## src/sv/prrs_pkg.sv

```systemverilog
`timescale 1ns / 1ps
// ---------------------------------------------------------------------------
// prrs_pkg
// Types, constants and helpers of the priority round robin scheduler.
// ---------------------------------------------------------------------------
package prrs_pkg;

	localparam int LEVELS_DEF    = 128;
	localparam int MAX_TASKS_DEF = 64;
	localparam int TOT_W         = 48;
	localparam int SRV_W         = 7;
	localparam logic [15:0] QUANTUM_RST = 16'd10;
	localparam logic [6:0]  ADDED_MAX   = 7'd127;

	// configuration register index (byte address bits above the word offset)
	localparam logic REG_QUANTUM = 1'b0;

	// result status codes
	localparam logic [1:0] ST_ADDED  = 2'd0;
	localparam logic [1:0] ST_REJECT = 2'd1;
	localparam logic [1:0] ST_RAN    = 2'd2;
	localparam logic [1:0] ST_NONE   = 2'd3;

	typedef struct packed {
		logic        kind;
		logic [15:0] task_tag;
		logic [6:0]  priority_req;
		logic [15:0] burst;
	} cmd_t;

	typedef struct packed {
		logic [1:0]  status;
		logic [15:0] ran_tag;
		logic [15:0] slice_length;
		logic        task_finished;
		logic [47:0] turnaround_total;
		logic [47:0] waiting_total;
		logic [47:0] response_total;
		logic [6:0]  tasks_added;
	} res_t;

	typedef enum logic [2:0] {
		S_IDLE,
		S_ADD,
		S_SRCH,
		S_LRD,
		S_HRD,
		S_EXEC,
		S_ACC
	} state_t;

	// controller -> datapath
	typedef struct packed {
		logic capture;
		logic add_rej;
		logic step_none;
		logic add_wr;
		logic srch;
		logic lvl_rd;
		logic ent_rd;
		logic exec;
		logic acc;
	} ctl_cmd_t;

	// datapath -> controller
	typedef struct packed {
		logic is_step;
		logic full;
		logic empty;
	} ctl_sts_t;

	function automatic logic [47:0] sat_add48(input logic [47:0] a, input logic [47:0] b);
		logic [48:0] s;
		s = {1'b0, a} + {1'b0, b};
		return s[48] ? '1 : s[47:0];
	endfunction

endpackage

```

## src/sv/prrs_ctrl.sv

```systemverilog
`timescale 1ns / 1ps
// ---------------------------------------------------------------------------
// prrs_ctrl
// Sequencer: walks add and step words through the datapath.
// ---------------------------------------------------------------------------
module prrs_ctrl (
	input  logic                clk,
	input  logic                arst_n,
	input  logic                start,
	input  prrs_pkg::ctl_sts_t  sts,
	output prrs_pkg::ctl_cmd_t  ctl,
	output logic                busy
);

	prrs_pkg::state_t state_q, state_nxt;

	// state register
	always_ff @(posedge clk or negedge arst_n) begin
		if (!arst_n) begin
			state_q <= prrs_pkg::S_IDLE;
		end else begin
			state_q <= state_nxt;
		end
	end

	// next state
	always_comb begin
		state_nxt = state_q;
		case (state_q)
			prrs_pkg::S_IDLE: begin
				if (start) begin
					if (!sts.is_step && !sts.full) state_nxt = prrs_pkg::S_ADD;
					else if (sts.is_step && !sts.empty) state_nxt = prrs_pkg::S_SRCH;
				end
			end
			prrs_pkg::S_ADD:  state_nxt = prrs_pkg::S_IDLE;
			prrs_pkg::S_SRCH: state_nxt = prrs_pkg::S_LRD;
			prrs_pkg::S_LRD:  state_nxt = prrs_pkg::S_HRD;
			prrs_pkg::S_HRD:  state_nxt = prrs_pkg::S_EXEC;
			prrs_pkg::S_EXEC: state_nxt = prrs_pkg::S_ACC;
			prrs_pkg::S_ACC:  state_nxt = prrs_pkg::S_IDLE;
			default:          state_nxt = prrs_pkg::S_IDLE;
		endcase
	end

	// outputs
	always_comb begin
		ctl  = '0;
		busy = 1'b1;
		case (state_q)
			prrs_pkg::S_IDLE: begin
				busy = 1'b0;
				if (start) begin
					ctl.capture   = 1'b1;
					ctl.add_rej   = !sts.is_step && sts.full;
					ctl.step_none = sts.is_step && sts.empty;
				end
			end
			prrs_pkg::S_ADD:  ctl.add_wr = 1'b1;
			prrs_pkg::S_SRCH: ctl.srch   = 1'b1;
			prrs_pkg::S_LRD:  ctl.lvl_rd = 1'b1;
			prrs_pkg::S_HRD:  ctl.ent_rd = 1'b1;
			prrs_pkg::S_EXEC: ctl.exec   = 1'b1;
			prrs_pkg::S_ACC:  ctl.acc    = 1'b1;
			default:          busy = 1'b1;
		endcase
	end

endmodule

```

## config.mk

```make
export PLATFORM = sky130hd
export DESIGN_NAME = prrs_ctrl
export DESIGN_NICKNAME = d
export VERILOG_FILES = /design/src/sv/prrs_pkg.sv /design/src/sv/prrs_ctrl.sv
export SDC_FILE = /design/constraint.sdc
export NUM_CORES = 1
export LEC_CHECK = 0
export BUFFER_PORTS_ARGS = -buffer_cell sky130_fd_sc_hd__buf_2
export CAP_MARGIN = 20
export CORE_AREA = 2 2 39 41
export CTS_BUF_LIST = sky130_fd_sc_hd__clkbuf_8
export DETAILED_ROUTE_END_ITERATION = 6
export DIE_AREA = 0 0 41 43
export HOLD_SLACK_MARGIN = 0.15
export PLACE_DENSITY = 0.44
export SLEW_MARGIN = 30
export SYNTH_ARGS = -nofsm -noshare
export SYNTH_HDL_FRONTEND = slang
export SYNTH_SLANG_ARGS = --single-unit
```

## constraint.sdc

```tcl
create_clock -name clk -period 1.35 [get_ports clk]
set_input_delay 0.135 -clock clk [delete_from_list [all_inputs] [get_ports clk]]
set_output_delay 0.135 -clock clk [all_outputs]
set_load 0.05 [all_outputs]
```

Word level (Yosys, flattened, before mapping)
Cells that the tools add are included.
- bits of input ports: 6
- bits in registers: 3
- output and inout bits: 10
- reductions and logical operators: 9
- equality and inequality tests: 8
- muxes and demuxes: 13
- operators by type and width (cell ; number):
    $mux W3 ; 5
    $pmux W3 S5 ; 1
    $eq A3 B3 Y1 const B ; 3
    $mux W1 ; 7
    $eq A3 B2 Y1 const B ; 2
    $logic_and A1 B1 Y1 ; 4
    $eq A3 B1 Y1 const B ; 1
    $logic_not A1 Y1 ; 3
    $logic_not A3 Y1 ; 1
    $ne A3 B3 Y1 const B ; 1
    $ne A2 B2 Y1 const B ; 1
    $reduce_and A2 Y1 ; 1

Logic depth before layout (Yosys ltp)
- word-level depth: 6
- gate-level depth with buffers: 3

Least setup slack after synthesis
Ideal clock, no wire load.
- path type: reg2out
- start: register state_q[0]
- end: output port ctl[7] in the netlist's numbering
- arrival time: 1.765 ns
- cell stages (with the launch flop): 4
- setup slack: -0.550 ns
- data required time: 1.215 ns
- path buffers: 1
- cells stage by stage: dfrtp_1 buf_2 nor4b_4 and3b_1
- RTL lines (what ; RTL line ; text):
    start: declaration ; prrs_ctrl.sv:15 ; prrs_pkg::state_t state_q, state_nxt;
    start signal: assignment ; prrs_ctrl.sv:20 ; state_q <= prrs_pkg::S_IDLE;
    start signal: assignment ; prrs_ctrl.sv:22 ; state_q <= state_nxt;
    end: declaration ; prrs_ctrl.sv:11 ; output prrs_pkg::ctl_cmd_t ctl,

==> impl_metrics.tcl <==
set metrics [dict create \
    clk_latency_ps 210 \
    synthTopCellsByArea "dfrtp_1 (29%), nor3b_1 (12%), nor4b_4 (9.2%)" \
    syn-num-nets 33 \
    wire_per_inst_um 9.74 \
    diodes 0 \
    cts_sinks 3 \
    worst_slew_pin_slew_ps 252 \
    drc 0 \
    clockBufferDepth 2 \
    grt.total_usage 0.0904 \
    grt_pass1_wl_mm 1.04 \
    dieWidth_um 41 \
    setup_viol 9 \
    final_max_slew_viol_count 0 \
    numCtsBuffers 3 \
    required_ps 1220 \
    arrival_ps 1330 \
    crit_buf_inv 1 \
    critPathTopFamily "simple AND/OR/NAND/NOR gates" \
    slowest_delay_ps 450 \
    timing_hold_violations_final 0 \
    whs_ps 235 \
    route.vias.total 280 \
    fp-row-count 14 \
    die_h_um 43 \
    clk_pin_slew_ps 30 \
    hpwl_um 456 \
    io_buffers 15 \
    ctsHtreeMaxLevel 1 \
    synth_seq_cells 3 \
    path_class "reg2out" \
    grt_max_degree 8 \
    outcome "complete, but fails checks" \
    drt_iter0_markers 1 \
    initial_core_util 0.187 \
    max_freq_mhz 685 \
    synth_cell_types 18 \
    worst_slack_ps -111 \
    ios 16 \
    cts_tree "yes" \
    synth_top_area_frac 0.290 \
    ys_seq_area_frac 0.290 \
    synth_area_per_cell_um2 9.59 \
    grt_pass1_vias 259 \
    syn-cell-area_um2 259 \
    max_cap_viol_count 0 \
    clock_skew_ps 1.01 \
    setup_tns_ps -661 \
    clockRootBuffer "clkbuf_8" \
    gp_congestion 0.599 \
    via_per_inst 4.06 \
    power_density_mw_per_mm2 2780 \
    synth_top_area_cell "dfrtp_1" \
    drtPass1Iterations 3 \
    syn_inst 27 \
    cp_max_fo 7 \
    antenna_found_initial 0 \
    grt_overflow 0 \
    endpoint_kind "primary output" \
    fin_nets 60 \
    crit_chain "nor4b_4, and3b_2, buf_6" \
    largest_reg_flops 3 \
    top_regs "state_q (3)" \
    ant_nets 0 \
    cp_slowest_cell "dfrtp_2" \
    violations "setup timing" \
    slew_headroom 0.833 \
    grt_setup_unrepaired "yes" \
    finalCritPeriodShare 1.08 \
    coreArea_mm2 0.00138 \
    area_growth_pct 112 \
    dieArea_mm2 0.00176 \
    drive_above_1_share 0.811 \
    drt-total-wl_um 672 \
    ys_warn_count 0 \
    hp-class "in2async" \
    p_leak_nw 0.269 \
    largest_register "state_q" \
    fin_crit_ps 1460 \
    startpoint_type "flop" \
    ir_worst_vdd_mv 1.11 \
]
[final timing paths]
path                            startpoint         end  slack (ps)  cells past startpoint
worst max-delay path            state_q[2]      ctl[7]        -110                      3
worst min register to register  state_q[1]  state_q[0]         590                      1
worst max register to register  state_q[2]  state_q[1]          90                      4
worst min-delay path                arst_n  state_q[1]         240                      2
min in group clk                    sts[0]  state_q[1]         240                      3
max in group asynchronous           arst_n  state_q[2]         990                      2
[layout by cell type, fill, tap and decap left out]
master / n
buf_8: 1
o31a_2: 1
nor3b_1: 1
and3b_2: 1
or3_2: 1
o211ai_2: 1
dfrtp_2: 3
a21oi_1: 1
and3_2: 1
clkinvlp_4: 1
buf_6: 9
mux2i_1: 1
nand3b_1: 2
buf_4: 8
nor4b_4: 1
inv_1: 3
or2_2: 1
nor3b_2: 3
buf_2: 6
or3b_4: 1
clkbuf_8: 3
dlygate4sd3_1: 1
nor2_2: 1
nand2_1: 1
[kinds of logic (layout without fill, tap and decap cells)]
group           Yosys count  in the layout  share of synthesized area
compound gates            3              3                      0.106
buf+inv                   6             32                      0.126
flops                     3              3                      0.290
mux                       1              1                     0.0386
simple gates             14             14                      0.440
[worst register-to-register path, stage by stage (launching register included)]
cell	delay, ps
dfrtp_2	450
buf_4	150
buf_4	130
or2_2	270
o211ai_2	170
[synthesized netlist by cell type, drive strengths merged]
master and count:
o211ai 1, or2 1, mux2i 1, buf 3, o31a 1, and3b 1
a21oi 1, dfrtp 3, or3 1, nand2 1, nor2 1, nor3b 4
or3b 1, nand3b 2, and3 1, nor4b 1, inv 3
[power breakdown]
group	internal, mW	switching [mW]
combinational	0.480	0.570
sequential	0.140	0.0848
clock	0.194	0.0591
total	0.813	0.714
[layout make-up]
class                      count  area [µm²]
clock buffer                   3        41.3
clock inverter                 1        3.75
inverter                       3        15.0
timing repair buffer          25         216
multi-input combinational     18         174
sequential                     3        78.8
fill                         144         835
tap                           16        20.0
[per-layer routing]
layer | GRT usage | vias up | part of all wire
met5 | 0 | - | 0
met4 | 0.100 | 0 | 0.021
met3 | 0.0157 | 2 | 0.030
met2 | 0.122 | 6 | 0.53
met1 | 0.106 | 126 | 0.42
li1 | - | 146 | -
[stage by stage]
| stage | util | setup slack [ps] | cell area [µm²] | power (mW) | instances |
|---|---|---|---|---|---|
| after floorplan | - | -376 | 289 | 0.874 | 27 |
| after global placement | 0.285 | -16.4 | 394 | 1.04 | 60 |
| after detailed placement | 0.285 | -21.6 | 394 | 1.04 | 60 |
| after CTS | 0.365 | -125 | 505 | 1.45 | 66 |
| after global routing | 0.397 | -201 | 549 | 1.62 | 69 |
| final | 0.397 | -111 | 549 | 1.53 | 69 |
[what timing repair did]
| item | CTS | global route |
|---|---|---|
| hold buffers | 1 | 0 |
| endpoints found under the hold margin | 3 | 0 |
| resized for setup | 18 | 7 |
| pin swaps | 0 | 2 |
| setup endpoints to repair | 10 | 10 |
| buffers inserted | 1 | 3 |
(Power assumes the default switching activity.)
